[src/rtl/core/phbc_pkg.sv]
`default_nettype none

package phbc_pkg;

	// Fixed field widths.
	localparam int COEF_BITS     = 18;
	localparam int TRANS_BITS    = 16;
	localparam int BAND_BITS     = 14;
	localparam int MARGIN_BITS   = 13;
	localparam int DEC_BITS      = 8;
	localparam int OUT_BITS      = 15;
	localparam int ROW_BITS      = 3 * COEF_BITS;
	localparam int XLAT_BITS     = 3 * TRANS_BITS;
	localparam int CFG_DATA_BITS = ROW_BITS;
	localparam int CFG_IDX_BITS  = 3;

	// Register indexes of the configuration port.
	typedef enum logic [CFG_IDX_BITS-1:0] {
		REG_ROT_ROW_X    = 3'd0,
		REG_ROT_ROW_Y    = 3'd1,
		REG_ROT_ROW_Z    = 3'd2,
		REG_TRANSLATION  = 3'd3,
		REG_BAND_LOW     = 3'd4,
		REG_BAND_HIGH    = 3'd5,
		REG_UPPER_MARGIN = 3'd6,
		REG_DECIMATION   = 3'd7
	} cfg_reg_t;

	// Reset values of the registers.
	localparam logic [ROW_BITS-1:0]    RST_ROT_ROW_X    = 54'd65536;
	localparam logic [ROW_BITS-1:0]    RST_ROT_ROW_Y    = 54'd17179869184;
	localparam logic [ROW_BITS-1:0]    RST_ROT_ROW_Z    = 54'd4503599627370496;
	localparam logic [XLAT_BITS-1:0]   RST_TRANSLATION  = 48'd0;
	localparam logic [BAND_BITS-1:0]   RST_BAND_LOW     = 14'd700;
	localparam logic [BAND_BITS-1:0]   RST_BAND_HIGH    = 14'd1000;
	localparam logic [MARGIN_BITS-1:0] RST_UPPER_MARGIN = 13'd30;
	localparam logic [DEC_BITS-1:0]    RST_DECIMATION   = 8'd1;

	// Band codes of a result item.
	localparam logic BAND_BASKET = 1'b0;
	localparam logic BAND_ABOVE  = 1'b1;

	typedef struct packed {
		logic [ROW_BITS-1:0]           rot_row_x;
		logic [ROW_BITS-1:0]           rot_row_y;
		logic [ROW_BITS-1:0]           rot_row_z;
		logic [XLAT_BITS-1:0]          translation;
		logic signed [BAND_BITS-1:0]   band_low;
		logic signed [BAND_BITS-1:0]   band_high;
		logic [MARGIN_BITS-1:0]        upper_margin;
		logic [DEC_BITS-1:0]           decimation;
	} cfg_t;

	// Load enables of the transform stages.
	typedef struct packed {
		logic s2_load;
		logic s3_load;
	} pipe_ctl_t;

endpackage

`default_nettype wire

[src/rtl/core/phbc_cfg.sv]
`default_nettype none

module phbc_cfg
	import phbc_pkg::*;
(
	input  wire logic                     clk,
	input  wire logic                     arst_n,
	input  wire logic                     cfg_we,
	input  wire logic [CFG_IDX_BITS-1:0]  cfg_index,
	input  wire logic [CFG_DATA_BITS-1:0] cfg_data,
	output cfg_t                          cfg
);

	cfg_t cfg_q;

	// Register file: one register written per enabled cycle.
	always_ff @(posedge clk or negedge arst_n) begin
		if (!arst_n) begin
			cfg_q.rot_row_x    <= RST_ROT_ROW_X;
			cfg_q.rot_row_y    <= RST_ROT_ROW_Y;
			cfg_q.rot_row_z    <= RST_ROT_ROW_Z;
			cfg_q.translation  <= RST_TRANSLATION;
			cfg_q.band_low     <= RST_BAND_LOW;
			cfg_q.band_high    <= RST_BAND_HIGH;
			cfg_q.upper_margin <= RST_UPPER_MARGIN;
			cfg_q.decimation   <= RST_DECIMATION;
		end else if (cfg_we) begin
			unique case (cfg_reg_t'(cfg_index))
				REG_ROT_ROW_X:    cfg_q.rot_row_x    <= cfg_data[ROW_BITS-1:0];
				REG_ROT_ROW_Y:    cfg_q.rot_row_y    <= cfg_data[ROW_BITS-1:0];
				REG_ROT_ROW_Z:    cfg_q.rot_row_z    <= cfg_data[ROW_BITS-1:0];
				REG_TRANSLATION:  cfg_q.translation  <= cfg_data[XLAT_BITS-1:0];
				REG_BAND_LOW:     cfg_q.band_low     <= cfg_data[BAND_BITS-1:0];
				REG_BAND_HIGH:    cfg_q.band_high    <= cfg_data[BAND_BITS-1:0];
				REG_UPPER_MARGIN: cfg_q.upper_margin <= cfg_data[MARGIN_BITS-1:0];
				REG_DECIMATION:   cfg_q.decimation   <= cfg_data[DEC_BITS-1:0];
				default: ;
			endcase
		end
	end

	assign cfg = cfg_q;

endmodule

`default_nettype wire

[config.mk]
export PLATFORM = sky130hd
export DESIGN_NAME = phbc_cfg
export DESIGN_NICKNAME = d
export VERILOG_FILES = /design/src/rtl/core/phbc_pkg.sv /design/src/rtl/core/phbc_cfg.sv
export SDC_FILE = /design/constraint.sdc
export NUM_CORES = 1
export LEC_CHECK = 0
export ABC_AREA = 1
export BUFFER_PORTS_ARGS = -buffer_cell sky130_fd_sc_hd__buf_2
export CAP_MARGIN = 15
export CORE_MARGIN = 5
export CORE_UTILIZATION = 55
export CTS_BUF_LIST = sky130_fd_sc_hd__clkbuf_16
export CTS_CLUSTER_SIZE = 30
export DETAILED_ROUTE_END_ITERATION = 6
export HOLD_SLACK_MARGIN = 0.02
export PLACE_DENSITY = 0.89
export SETUP_SLACK_MARGIN = 0.15
export SLEW_MARGIN = 20
export SYNTH_ARGS = -nofsm -noshare
export SYNTH_HDL_FRONTEND = slang
export SYNTH_SLANG_ARGS = --single-unit
[constraint.sdc]
create_clock -name clk -period 1.25 [get_ports clk]
set_input_delay 0.1875 -clock clk [delete_from_list [all_inputs] [get_ports clk]]
set_output_delay 0.1875 -clock clk [all_outputs]
set_load 0.01 [all_outputs]
==> impl_metrics.json <==
{
  "ys_seq_area_share_pct": 64.38,
  "area_delta_synth_final_pct": 53.88,
  "wl_um": 45680,
  "htreeDepth": 1,
  "slowest_stage": "dfstp_2",
  "path_class": "reg -> out",
  "crit_fanout": 2,
  "cts_inserted_buffers": 26,
  "vdd.ir_drop.worst_v": 0.001413,
  "grt_usage_pct": 35.36,
  "first_pass_iters": 7,
  "dieWidth_um": 145.6,
  "p_leak_nw": 8.846,
  "grt_antenna_before_repair": 3,
  "drt_iter0_drc": 1582,
  "setup_ws_ns": -0.1370,
  "worstSkewPairLatency_ns": 0.52,
  "syn-mean-instance-area_sq_um": 8.873,
  "yosysWarnings": 0,
  "grt_overflow": 0,
  "ctsRootBufferMaster": "clkbuf_16",
  "die_h_um": 145.6,
  "nFillCells": 761,
  "fmax_ghz": 0.7210,
  "synth_nets": 1199,
  "antenna_left": 0,
  "cts_sinks": 259,
  "crit_chain": "buf_6",
  "setup_viol": 131,
  "route.vias.total": 11780,
  "cts_tree": "done",
  "total_power_mw": 26.82,
  "skew_ns": 0,
  "netlist_top_cells_area": "dfrtp_1, nand2_1, nand3_1",
  "synth_cells": 1139,
  "rows": 49,
  "netlist.area_leader.share_pct": 59.18,
  "finalMaxSlewViolations": 0,
  "multi_input_area_sq_mm": 0.003266,
  "drc": 13,
  "routed_via_density": 6.105,
  "start_util_pct": 56.07,
  "slew_headroom_pct": 76.45,
  "synth_seq_cells": 259,
  "fin_crit_sh_pct": 111.0,
  "rsz0062_at_grt": "true",
  "worstHoldPathType": "in -> reg",
  "crit_buf_inv": 1,
  "status": "finished, violations left",
  "worstMarginPinSlew_ns": 0.3524,
  "dp_hpwl_um": 21430,
  "syn_area_sq_mm": 0.01011,
  "grt_pass1_vias": 10930,
  "fin_setup_tns_ns": -4.063,
  "yosysUniqueCellTypes": 12,
  "wire_per_inst_um": 23.67,
  "slowest_delay_ns": 0.56,
  "dieArea_sq_mm": 0.02118,
  "io_pins": 319,
  "nets": 1739,
  "grt_first_pass_wirelength_um": 60840,
  "path_clk_slew_ns": 0.06,
  "core_sq_mm": 0.01802,
  "report.final.hold_viol_count": 0,
  "place_congestion": 0.8701,
  "largest_reg_flops": 259,
  "fin_crit_ns": 1.387,
  "end_kind": "primary output",
  "drive_gt1_share_pct": 35.04,
  "synth_top_area_cell": "dfrtp_1",
  "crit_path_start_kind": "flop",
  "p_per_area_mw_per_mm2": 1724,
  "violations": "DRC, setup timing",
  "mostFrequentLayoutCell": "nand2_1",
  "clockBufferDepth": 3,
  "crit_family": "flip-flops",
  "crit_arrival_ns": 1.20,
  "io_buffers": 318,
  "cap_violations": 0,
  "final_cell_mix": "nand2_1, dfrtp_1, buf_2",
  "seq_area_sq_mm": 0.006506,
  "required_ns": 1.06,
  "grt_start_max_net_pins": 68
}
-- metal layers --
layer / global-route usage (%) / vias to the layer above / routed length (um)
met1: 42.95 / 5522 / 14400
met2: 58.90 / 1250 / 21670
met4: 18.00 / 0 / 3804
met3: 8.813 / 362 / 5806
li1: - / 4648 / -
met5: 0 / - / 0
-- cells by family after synthesis --
| logic type | after synthesis | synth area share [%] |
|---|---|---|
| DFF | 259 | 64.38 |
| buffers and inverters | 82 | 3.776 |
| and+or+nand+nor | 798 | 31.84 |
-- power by group --
part / total [mW] / switching, mW / internal (mW)
Clock: 7.42 / 3.35 / 4.08
Combinational: 8.03 / 4.04 / 4.00
Sequential: 11.4 / 1.31 / 10.1
Total: 26.8 / 8.69 / 18.1
-- layout make-up --
class                   instances  share of cell area, %
diodes                          3                0.04827
clock buffers                  27                  4.345
clock inverters                20                 0.6758
inverters                       6                 0.1448
multi-input cells             798                  21.00
flip-flops and latches        259                  41.84
well taps                     229                  1.842
repair buffers                588                  30.11
-- worst paths after layout --
check | to | start | cells past startpoint | slack, ns
setup / recovery | cfg[42] | cfg[42]$_DFFE_PN1P_ | 1 | -0.14
hold / removal | cfg[210]$_DFFE_PN0P_ | cfg_index[1] | 4 | 0.09
min in group asynchronous | cfg[56]$_DFFE_PN0P_ | arst_n | 2 | 0.15
hold reg to reg | cfg[38]$_DFFE_PN1P_ | cfg[38]$_DFFE_PN1P_ | 2 | 0.47
max in group asynchronous | cfg[185]$_DFFE_PN1P_ | arst_n | 3 | 0.47
setup reg to reg | cfg[135]$_DFFE_PN0P_ | cfg[135]$_DFFE_PN0P_ | 7 | 0.08
-- timing repair --
| item | CTS | global route |
|---|---|---|
| gates resized for setup | 74 | 54 |
| hold buffers | 55 | 0 |
| gates cloned | 0 | 0 |
| hold endpoints to repair | 465 | 0 |
| endpoints found under the setup margin | 259 | 259 |
| setup buffers | 84 | 89 |
-- per-stage QoR --
stage	instances	worst slack (ns)	util, %	cell area, sq um	hold slack, ns
finish	1930	-0.1370	86.28	15550	0.08901
CTS	1838	-0.1272	80.80	14560	0.08226
detailed placement	1652	0.01115	67.73	12210	0.08948
floorplan	1139	0.1981	-	10110	-0.1081
global placement	1652	0.05547	67.73	12210	0.09249
global route	1930	-0.1460	86.28	15550	0.1547
-- Yosys cell counts --
library cell,n
buf_2,48
buf_4,2
clkbuf_1,21
clkbuf_2,5
dfrtp_1,239
dfstp_2,20
inv_1,5
inv_2,1
nand2_1,614
nand3_1,176
nor2_1,7
nor2_2,1
(Power assumes the default switching activity.)
