--- config.mk ---
export PLATFORM = sky130hd
export DESIGN_NAME = phbc_classify
export DESIGN_NICKNAME = d
export VERILOG_FILES = /design/src/rtl/core/phbc_pkg.sv /design/src/rtl/core/phbc_classify.sv
export SDC_FILE = /design/constraint.sdc
export NUM_CORES = 1
export LEC_CHECK = 0
export BUFFER_PORTS_ARGS = -buffer_cell sky130_fd_sc_hd__buf_2
export CORE_AREA = 2 2 159 161
export DETAILED_ROUTE_END_ITERATION = 8
export DIE_AREA = 0 0 161 163
export REMOVE_ABC_BUFFERS = 1
export SETUP_SLACK_MARGIN = 0.2
export SYNTH_ARGS = -nofsm -noshare
export SYNTH_HDL_FRONTEND = slang
export SYNTH_SLANG_ARGS = --single-unit
--- constraint.sdc ---
create_clock -name vclk -period 12.92
set_input_delay 0 -clock vclk [all_inputs]
set_output_delay 0 -clock vclk [all_outputs]
set_load 0.005 [all_outputs]
--- src/rtl/core/phbc_pkg.sv ---
`default_nettype none

package phbc_pkg;

	// Fixed field widths.
	localparam int COEF_BITS     = 18;
	localparam int TRANS_BITS    = 16;
	localparam int BAND_BITS     = 14;
	localparam int MARGIN_BITS   = 13;
	localparam int DEC_BITS      = 8;
	localparam int OUT_BITS      = 15;
	localparam int ROW_BITS      = 3 * COEF_BITS;
	localparam int XLAT_BITS     = 3 * TRANS_BITS;
	localparam int CFG_DATA_BITS = ROW_BITS;
	localparam int CFG_IDX_BITS  = 3;

	// Register indexes of the configuration port.
	typedef enum logic [CFG_IDX_BITS-1:0] {
		REG_ROT_ROW_X    = 3'd0,
		REG_ROT_ROW_Y    = 3'd1,
		REG_ROT_ROW_Z    = 3'd2,
		REG_TRANSLATION  = 3'd3,
		REG_BAND_LOW     = 3'd4,
		REG_BAND_HIGH    = 3'd5,
		REG_UPPER_MARGIN = 3'd6,
		REG_DECIMATION   = 3'd7
	} cfg_reg_t;

	// Reset values of the registers.
	localparam logic [ROW_BITS-1:0]    RST_ROT_ROW_X    = 54'd65536;
	localparam logic [ROW_BITS-1:0]    RST_ROT_ROW_Y    = 54'd17179869184;
	localparam logic [ROW_BITS-1:0]    RST_ROT_ROW_Z    = 54'd4503599627370496;
	localparam logic [XLAT_BITS-1:0]   RST_TRANSLATION  = 48'd0;
	localparam logic [BAND_BITS-1:0]   RST_BAND_LOW     = 14'd700;
	localparam logic [BAND_BITS-1:0]   RST_BAND_HIGH    = 14'd1000;
	localparam logic [MARGIN_BITS-1:0] RST_UPPER_MARGIN = 13'd30;
	localparam logic [DEC_BITS-1:0]    RST_DECIMATION   = 8'd1;

	// Band codes of a result item.
	localparam logic BAND_BASKET = 1'b0;
	localparam logic BAND_ABOVE  = 1'b1;

	typedef struct packed {
		logic [ROW_BITS-1:0]           rot_row_x;
		logic [ROW_BITS-1:0]           rot_row_y;
		logic [ROW_BITS-1:0]           rot_row_z;
		logic [XLAT_BITS-1:0]          translation;
		logic signed [BAND_BITS-1:0]   band_low;
		logic signed [BAND_BITS-1:0]   band_high;
		logic [MARGIN_BITS-1:0]        upper_margin;
		logic [DEC_BITS-1:0]           decimation;
	} cfg_t;

	// Load enables of the transform stages.
	typedef struct packed {
		logic s2_load;
		logic s3_load;
	} pipe_ctl_t;

endpackage

`default_nettype wire

--- src/rtl/core/phbc_classify.sv ---
`default_nettype none

module phbc_classify
	import phbc_pkg::*;
#(
	parameter int FRAC_BITS = 16,
	parameter int ACC_W     = 34
) (
	input  wire cfg_t                   cfg,
	input  wire logic signed [ACC_W-1:0] acc_x,
	input  wire logic signed [ACC_W-1:0] acc_y,
	input  wire logic signed [ACC_W-1:0] acc_z,
	output logic                        hit,
	output logic                        band,
	output logic signed [OUT_BITS-1:0]  world_x,
	output logic signed [OUT_BITS-1:0]  world_y,
	output logic signed [OUT_BITS-1:0]  world_z
);

	// Width of the threshold compare: holds the accumulator and the scaled bounds.
	localparam int BOUND_W = FRAC_BITS + 19;
	localparam int CMP_W   = ((ACC_W > BOUND_W) ? ACC_W : BOUND_W) + 1;
	localparam int SUM_W   = ACC_W + 1;
	localparam int DIFF_W  = TRANS_BITS + 1;

	logic signed [TRANS_BITS-1:0] tx, ty, tz;
	logic signed [DIFF_W-1:0]     diff_low, diff_high;
	logic signed [CMP_W-1:0]      low_th, high_th, up_th, acc_cmp;
	logic signed [SUM_W-1:0]      sum_x, sum_y, sum_z;
	logic                         ge_low, le_high, le_up;

	function automatic logic signed [OUT_BITS-1:0] sat_out(
		input logic signed [SUM_W-1:0] v
	);
		logic ovf;
		ovf = (v[SUM_W-1:OUT_BITS-1] != {(SUM_W-OUT_BITS+1){1'b0}})
			&& (v[SUM_W-1:OUT_BITS-1] != {(SUM_W-OUT_BITS+1){1'b1}});
		if (!ovf) begin
			return v[OUT_BITS-1:0];
		end else if (v[SUM_W-1]) begin
			return {1'b1, {(OUT_BITS-1){1'b0}}};
		end else begin
			return {1'b0, {(OUT_BITS-1){1'b1}}};
		end
	endfunction

	assign tx = cfg.translation[0*TRANS_BITS +: TRANS_BITS];
	assign ty = cfg.translation[1*TRANS_BITS +: TRANS_BITS];
	assign tz = cfg.translation[2*TRANS_BITS +: TRANS_BITS];

	// Band bounds moved into the camera-side height frame, scaled to the accumulator.
	assign diff_low  = {{(DIFF_W-BAND_BITS){cfg.band_low[BAND_BITS-1]}}, cfg.band_low}
		- {tz[TRANS_BITS-1], tz};
	assign diff_high = {{(DIFF_W-BAND_BITS){cfg.band_high[BAND_BITS-1]}}, cfg.band_high}
		- {tz[TRANS_BITS-1], tz};
	assign low_th  = {{(CMP_W-DIFF_W-FRAC_BITS){diff_low[DIFF_W-1]}}, diff_low,
		{FRAC_BITS{1'b0}}};
	assign high_th = {{(CMP_W-DIFF_W-FRAC_BITS){diff_high[DIFF_W-1]}}, diff_high,
		{FRAC_BITS{1'b0}}};
	assign up_th   = high_th + {{(CMP_W-MARGIN_BITS+1-FRAC_BITS){1'b0}},
		cfg.upper_margin[MARGIN_BITS-1:1], {FRAC_BITS{1'b0}}};
	assign acc_cmp = {{(CMP_W-ACC_W){acc_z[ACC_W-1]}}, acc_z};

	// Height classification at full precision.
	assign ge_low  = (acc_cmp >= low_th);
	assign le_high = (acc_cmp <= high_th);
	assign le_up   = (acc_cmp <= up_th);
	assign hit     = ge_low && (le_high || le_up);
	assign band    = le_high ? BAND_BASKET : BAND_ABOVE;

	// Floor to millimetres, add the translation, saturate.
	assign sum_x = {acc_x[ACC_W-1], (acc_x >>> FRAC_BITS)}
		+ {{(SUM_W-TRANS_BITS){tx[TRANS_BITS-1]}}, tx};
	assign sum_y = {acc_y[ACC_W-1], (acc_y >>> FRAC_BITS)}
		+ {{(SUM_W-TRANS_BITS){ty[TRANS_BITS-1]}}, ty};
	assign sum_z = {acc_z[ACC_W-1], (acc_z >>> FRAC_BITS)}
		+ {{(SUM_W-TRANS_BITS){tz[TRANS_BITS-1]}}, tz};

	assign world_x = sat_out(sum_x);
	assign world_y = sat_out(sum_y);
	assign world_z = sat_out(sum_z);

endmodule

`default_nettype wire

==> results.cfg, run 1 <==
[status]
status = finished clean

[placement]
dp_hpwl_um = 18100
portBuffers = 205
gp_congestion = 0.865

[power_and_ir_drop]
vdd_drop_max_uv = 30.3
p_per_area_nw_per_um2 = 66.7
p_leak_nw = 4.00

[floorplan]
floorplan.initialDensity_pct = 27.0
ioPinCount = 408
die_w_um = 161
row_count = 58
core_area_um2 = 24700
die_h_um = 163
die-area_um2 = 26200

[layout]
nClkBuffers = 0
fin_nets = 1631
seqCellArea_um2 = 0
seq_cell_count = 0
layout-drive-gt1-share_pct = 21.7
syn_to_final_growth_pct = 20.6
multi_input_area_um2 = 6270
fill_cells = 2718

[sta]
fmax_mhz = 176
finalSetupViolCount = 0
rsz0062_at_grt = false
hold_violations = 0
tns_ps = 0
slew_viol_final = 0
fin_crit_sh_pct = 44.1
worst_slew_pin_slew_ps = 910
slew_headroom_pct = 39.3
worst_hold_slack_ps = 431
fin_crit_ps = 5700

[worst_setup_path]
criticalPathCategory = input port to primary output
cp-start-kind = input port
endpoint_kind = primary output
required_ps = 12920
cp_max_fo = 5
arrival_ps = 5700

[clocking]
ctsResizeCount = 0
postCtsHoldBufs = 0
post_cts_buffers = 0

[routing]
wl_um = 20400
drc = 0
drtIter0Drc = 377
ant_nets = 0
firstDrtPassIters = 5
routed_via_density = 5.07
vias = 7300
routedWlPerCell_um = 14.1

[grt]
grt.overflow.total = 0
grt_max_degree = 15
antenna_found_initial = 1
grt_pass1_vias = 6905
grt_pass1_wl_um = 32700
grt_use_total_pct = 14.8

[synthesis]
synth.avg_cell_area_um2 = 7.30
syn_area_um2 = 6660
ys_warn_count = 0
yosysTopAreaCell = ha_1
synth_top_area_share_pct = 28.7
syn_inst = 913
synth_area_leaders = ha_1 29%, a21oi_1 7.4%, xor2_1 5.0%
synth_common_cells = 153 x ha_1, 98 x a21oi_1, 87 x inv_1
ys_seq_area_share_pct = 0
netlist-cell-type-count = 73
synth.most_common_cell = ha_1

[worst_hold_path]
hold_path_class = input port to primary output

[job]
cap_violations = 0
==> worst max-delay path, cell delays in order <==
cell,delay [ps]
buf_2,100
inv_1,50
ha_1,210
fa_1,410
nor2b_1,130
o21ai_1,90
a21oi_1,330
a211oi_1,130
o21bai_1,160
a21oi_1,90
xnor2_1,230
ha_1,330
a21o_1,200
a21oi_1,290
a21boi_0,300
a311oi_1,130
o311a_1,360
nand4b_1,120
xnor2_1,70
ha_1,290
nand4_1,150
or2_2,320
o22a_1,230
and4_1,190
nor4_1,310
o21ai_0,140
and3_1,190
buf_2,140
==> placed cells by master, fill, tap and decap left out, drive strengths merged, types with 6 or more instances in the layout <==
master / synthesis / layout
a211oi: 12 / 12
a21boi: 6 / 6
a21o: 42 / 42
a21oi: 109 / 109
a31oi: 11 / 11
and3: 9 / 9
buf: 9 / 205
fa: 6 / 6
ha: 153 / 153
inv: 87 / 87
nand2: 53 / 53
nand2b: 18 / 18
nand3: 25 / 25
nand4: 17 / 17
nor2: 43 / 43
nor2b: 19 / 19
nor3: 22 / 22
nor3b: 6 / 6
nor4: 11 / 11
o211ai: 12 / 12
o21a: 12 / 12
o21ai: 57 / 57
o21bai: 11 / 11
or2: 9 / 9
or3: 10 / 10
xnor2: 36 / 36
xor2: 38 / 38
==> per-layer routing <==
layer,GRT usage [%],up-vias,routed length (um)
met5,0,-,0
li1,-,3821,-
met1,19.9,3236,9590
met2,26.2,229,9230
met4,1.91,0,285
met3,1.45,14,1240
==> power by group <==
group / leakage, nW / switching [mW] / internal, mW
sequential: 0 / 0 / 0
combinational: 4.00 / 0.297 / 0.239
clock: 0.0000127 / 0 / 0.0000000207
==> cell type report <==
| cell class | count | area share, % |
|---|---|---|
| tap | 330 | 5.14 |
| multi-input combinational | 817 | 78.0 |
| antenna | 2 | 0.0623 |
| inverter | 87 | 4.06 |
| timing repair buffer | 205 | 12.8 |
==> path summary, 6_finish.rpt <==
kind,from,end,slack (ps),cells after the start
min,acc_x[16],world_x[0],430,5
max,cfg[21],hit,7220,28
==> kinds of logic (layout without fill, tap and decap cells) <==
group	count (synthesis)	in the layout	share of synthesized area [%]
AOI/OAI and AO/OA	320	320	32.4
and+or+nand+nor	261	261	20.9
buffers and inverters	96	292	5.93
muxes	3	3	0.451
adders and majority gates	159	159	30.5
other	0	2	0
xor gates and xnor gates	74	74	9.73
==> stage by stage <==
| stage | cell area (um^2) | instances | power, mW | worst slack [ps] | utilization (%) |
|---|---|---|---|---|---|
| finish | 8040 | 1441 | 0.536 | 7220 | 32.6 |
| global route | 8030 | 1439 | 0.611 | 6710 | 32.6 |
| CTS | 8030 | 1439 | 0.537 | 7250 | 32.6 |
| detailed placement | 8030 | 1439 | 0.533 | 7270 | 32.6 |
| global placement | 8030 | 1439 | 0.526 | 7320 | 32.6 |
| floorplan | 6600 | 904 | 0.383 | 8190 | - |
No activity file was read; power rests on OpenSTA's default activity.
==> inputs of run 2 (changes only) <==
--- a/config.mk
+++ b/config.mk
@@ -6,9 +6,9 @@
 export NUM_CORES = 1
 export LEC_CHECK = 0
 export BUFFER_PORTS_ARGS = -buffer_cell sky130_fd_sc_hd__buf_2
-export CORE_AREA = 2 2 159 161
+export CORE_AREA = 2 2 158 160
 export DETAILED_ROUTE_END_ITERATION = 8
-export DIE_AREA = 0 0 161 163
+export DIE_AREA = 0 0 160 162
 export REMOVE_ABC_BUFFERS = 1
 export SETUP_SLACK_MARGIN = 0.2
 export SYNTH_ARGS = -nofsm -noshare
==> constraint.sdc (replaced) <==
create_clock -name vclk -period 4.6
set_input_delay 0 -clock vclk [all_inputs]
set_output_delay 0 -clock vclk [all_outputs]
set_load 0.005 [all_outputs]
==> run 2 against run 1 <==
Compared with the run above:
- the run now ends with negative setup slack left
- critical endpoint unchanged
- critical path type unchanged
- wire length up 4.8%
- first-iteration DRC count down 22%
- core utilization up 3.2 points
- clock-buffer cell count unchanged
- via count up 4.4%
==> results.cfg, run 2 (synthesis results as in run 1) <==
[grt]
grt_pass1_wl_um = 34400
antenna_found_initial = 7
grt_use_total_pct = 15.7
grt.overflow.total = 0
grt_max_degree = 15
grt_pass1_vias = 7229

[power_and_ir_drop]
switching_share_pct = 53.1
vdd_drop_max_uv = 91.3
internal-power_mw = 0.783
clkPwrFrac_pct = 0
power_switching_mw = 0.885
finalPower_mw = 1.67
p_per_area_nw_per_um2 = 193
p_leak_nw = 4.34
pwr-share-comb_pct = 100.0
seqPwrFrac_pct = 0

[floorplan]
die_h_um = 162
core_area_um2 = 24100
die_w_um = 160
ioPinCount = 408
row_count = 57
die-area_um2 = 25900
floorplan.initialDensity_pct = 27.6

[layout]
seqCellArea_um2 = 0
stdcell_count = 1500
multi_input_area_um2 = 6370
fin_nets = 1695
syn_to_final_growth_pct = 29.6
layout_common_cells = 203 x buf_2, 152 x ha_1, 94 x a21oi_1
fill_cells = 2616
final_util_pct = 35.8
nClkBuffers = 0
layout-drive-gt1-share_pct = 27.5
seq_cell_count = 0
final_common_cell = buf_2

[sta]
slew_viol_final = 0
worst_hold_slack_ps = 440
worst_slew_pin_slew_ps = 887
worst_slack_ps = -76.7
fmax_mhz = 214
slew_headroom_pct = 40.6
rsz0062_at_grt = true
hold_violations = 0
finalSetupViolCount = 1
fin_crit_sh_pct = 102
fin_crit_ps = 4680

[routing]
routedWlPerCell_um = 14.2
drc = 0
vias = 7620
wl_um = 21300
routed_via_density = 5.08
drtIter0Drc = 293
firstDrtPassIters = 5
ant_nets = 0

[worst_setup_path]
crit_buf_inv = 2
critPathTopFamily = compound AO/OA/AOI/OAI gates
required_ps = 4600
arrival_ps = 4680
cp-start-kind = input port
cp.depth = 26
endpoint_kind = primary output
cp_max_fo = 2
cp_slowest_stage_delay_ps = 350
cp_common_cell = a21oi_2
criticalPathCategory = input port to primary output
cpMaxStageDelayCell = fa_2

[worst_hold_path]
hold_depth = 5
hold_path_class = input port to primary output

[placement]
gp_congestion = 0.857
pre_cts_slack_ps = -569
dp_hpwl_um = 18800
dp_cells = 1496
portBuffers = 205

[status]
status = finished with violations
violations = negative setup slack

[job]
cap_violations = 0
==> run 2: changes by cell type in the layout (fill, tap and decap cells not counted), moves of 2 or more <==
| cell | change |
|---|---|
| buf_4 | +63 |
| a21oi_1 | -4 |
| a21oi_2 | +4 |
| o21ai_0 | -3 |
| buf_2 | -2 |
| buf_6 | +2 |
| o21ai_1 | +2 |
| xnor2_1 | -2 |
| xnor2_2 | +2 |
==> run 2: per-stage QoR <==
stage	cell area, um^2	setup TNS [ps]
4_1_cts	8560	-1.95
3_5_place_dp	8500	-569
2_1_floorplan	6600	-133
6_report	8630	-76.7
5_1_grt	8630	-341
3_3_place_gp	8500	-433
==> run 2: worst paths after layout <==
| check | start | endpoint | slack (ps) |
|---|---|---|---|
| hold / removal | acc_x[16] | world_x[0] | 440 |
| setup / recovery | cfg[81] | hit | -80 |
==> run 2: power groups by stage <==
stage / sequential (mW) / clock, mW / combinational [mW]
floorplan: 0 / 0 / 1.08
global placement: 0 / 0 / 1.60
detailed placement: 0 / 0 / 1.62
CTS: 0 / 0 / 1.65
global route: 0 / 0 / 1.88
finish: 0 / 0.0000000872 / 1.67
==> run 2: area by class of cell <==
class | count | area share [%]
Timing Repair Buffer | 269 | 17.7
Tap cell | 324 | 4.70
Inverter | 87 | 3.78
Multi-Input combinational cell | 817 | 73.8
Antenna cell | 3 | 0.0870
==> run 2: routing by layer <==
metal	global-route usage (%)	share of wire (%)
met1	20.9	47
met2	27.9	46
met3	2.09	5.5
met4	1.84	1.5
met5	0	0.24
==> run 2: what timing repair did <==
item | CTS | global route
buffers inserted | 0 | 1
hold buffers | 0 | 0
pin swaps | 21 | 18
gates resized for setup | 18 | 13
setup endpoints to repair | 1 | 1
==> inputs of run 3 (changes only) <==
--- a/config.mk
+++ b/config.mk
@@ -5,10 +5,13 @@
 export SDC_FILE = /design/constraint.sdc
 export NUM_CORES = 1
 export LEC_CHECK = 0
-export BUFFER_PORTS_ARGS = -buffer_cell sky130_fd_sc_hd__buf_2
-export CORE_AREA = 2 2 158 160
+export CELL_PAD_IN_SITES_DETAIL_PLACEMENT = 0
+export CELL_PAD_IN_SITES_GLOBAL_PLACEMENT = 1
+export CORE_AREA = 2 2 160 162
 export DETAILED_ROUTE_END_ITERATION = 8
-export DIE_AREA = 0 0 160 162
+export DIE_AREA = 0 0 162 164
+export DONT_BUFFER_PORTS = 1
+export PLACE_DENSITY_LB_ADDON = 0.1
 export REMOVE_ABC_BUFFERS = 1
 export SETUP_SLACK_MARGIN = 0.2
 export SYNTH_ARGS = -nofsm -noshare
==> run 3 against run 2 <==
Compared with the run above:
- the flow now finishes without violations
- fmax rose by 6.4%
- flip-flop and latch count is the same
- final cell count is 14% lower
- setup slack better by 280 ps
- sequential share of layout area unchanged
- via count fell by 12%
- non-clock buffer count fell by 213
- wire length grew 3.8%
- combinational power fell by 9%
- total power decreased by 9.1%
- critical endpoint unchanged
- design area fell by 12%
- clock-buffer cell count stayed put
==> results.cfg, run 3 (synthesis results as in run 1) <==
[status]
status = finished clean

[layout]
layout-drive-gt1-share_pct = 11.9
stdcell_count = 1293
seq_cell_count = 0
nClkBuffers = 0
layout_common_cells = 151 x ha_1, 93 x a21oi_1, 86 x inv_1
seqCellArea_um2 = 0
syn_to_final_growth_pct = 14.0
final_common_cell = ha_1
fill_cells = 2787
stdcell_area_um2 = 7590
fin_nets = 1482

[routing]
drc = 0
routedWlPerCell_um = 17.1
firstDrtPassIters = 6
drtIter0Drc = 247
vias = 6726
ant_nets = 0
routed_via_density = 5.20
wl_um = 22100

[worst_setup_path]
required_ps = 4600
criticalPathCategory = input port to primary output
cp_common_cell = ha_1
cp_slowest_stage_delay_ps = 350
cpMaxStageDelayCell = o311a_1
cp-start-kind = input port
cp_max_fo = 4
endpoint_kind = primary output
arrival_ps = 4400
crit_chain = inv_1 -> ha_4 -> a211o_1 -> or3_1 -> o21ai_2 -> nor3b_1 -> or2_2 -> xor2_1 -> ha_1 -> buf_4 -> and2_1 -> o311a_1 -> nand4b_1 -> xnor2_1 -> ha_1 -> nand4_1 -> or2_4 -> o22a_1 -> and4_1 -> nor4_4 -> o41ai_1 -> and3_4

[sta]
fin_crit_ps = 4400
tns_ps = 0
fmax_mhz = 227
slew_viol_final = 0
slew_headroom_pct = 32.8
worst_slew_pin_slew_ps = 1010
hold_violations = 0
rsz0062_at_grt = true
finalSetupViolCount = 0
fin_crit_sh_pct = 95.6

[grt]
grt_use_total_pct = 15.9
grt_pass1_vias = 6766
antenna_found_initial = 4
grt_max_degree = 15
grt_pass1_wl_um = 34600
grt.overflow.total = 0

[placement]
dp_hpwl_um = 20000
dp_cells = 1285
gp_congestion = 0.791
placed_area_um2 = 7390
portBuffers = 0

[floorplan]
ioPinCount = 408
die-area_um2 = 26600
core_area_um2 = 24800
floorplan.initialDensity_pct = 26.9
die_h_um = 164
row_count = 58
die_w_um = 162

[worst_hold_path]
hold_path_class = input port to primary output

[power_and_ir_drop]
finalPower_mw = 1.52
p_leak_nw = 3.52
p_per_area_nw_per_um2 = 200
vdd_drop_max_uv = 52.1

[job]
cap_violations = 0
-- run 3: worst max-delay path, delay by kind of cell --
| family | cells | cell delay (ps) |
|---|---|---|
| AND/OR/NAND/NOR | 10 | 1880 |
| AO/OA/AOI/OAI | 5 | 1170 |
| adder cells (fa/ha/maj) | 3 | 790 |
| XOR/XNOR | 2 | 300 |
| buffers and inverters | 2 | 240 |
-- run 3: final timing paths --
check	from	to	slack, ps	cells past startpoint
setup / recovery	cfg[89]	hit	200	22
hold / removal	acc_x[16]	world_x[0]	270	3
-- run 3: metrics by stage --
stage	setup WS (ps)	utilization, %	hold slack, ps
4_1_cts	120	30.3	283
3_3_place_gp	-432	29.8	283
3_5_place_dp	-518	29.8	281
2_1_floorplan	-133	-	259
5_1_grt	-140	30.6	299
6_report	204	30.6	274
-- run 3: repair_timing --
action,CTS,global route
setup buffers,5,0
hold buffers,0,0
setup endpoints to repair,1,1
resized for setup,22,12
pin swaps,25,6
-- run 3: cell type report --
type | count | area (um^2) | share of cell area, %
Inverter | 87 | 339 | 4.47
Tap cell | 330 | 413 | 5.44
Antenna cell | 3 | 7.51 | 0.0989
Timing Repair Buffer | 56 | 420 | 5.54
Multi-Input combinational cell | 817 | 6410 | 84.5
-- run 3: layer usage --
layer / share of wire [%] / global-route usage [%] / vias to the layer above
li1: - / - / 3531
met1: 48 / 21.5 / 3038
met2: 46 / 27.9 / 153
met3: 6.2 / 2.98 / 2
met4: 0.018 / 0.0805 / 2
met5: 0.072 / 0 / -
-- run 3: where the power goes --
group	total, mW	internal [mW]	switching (mW)	leakage [nW]
logic	1.52	0.680	0.835	3.52
clock network	0.0000000874	0.0000000873	0	0.0000190
registers	0	0	0	0
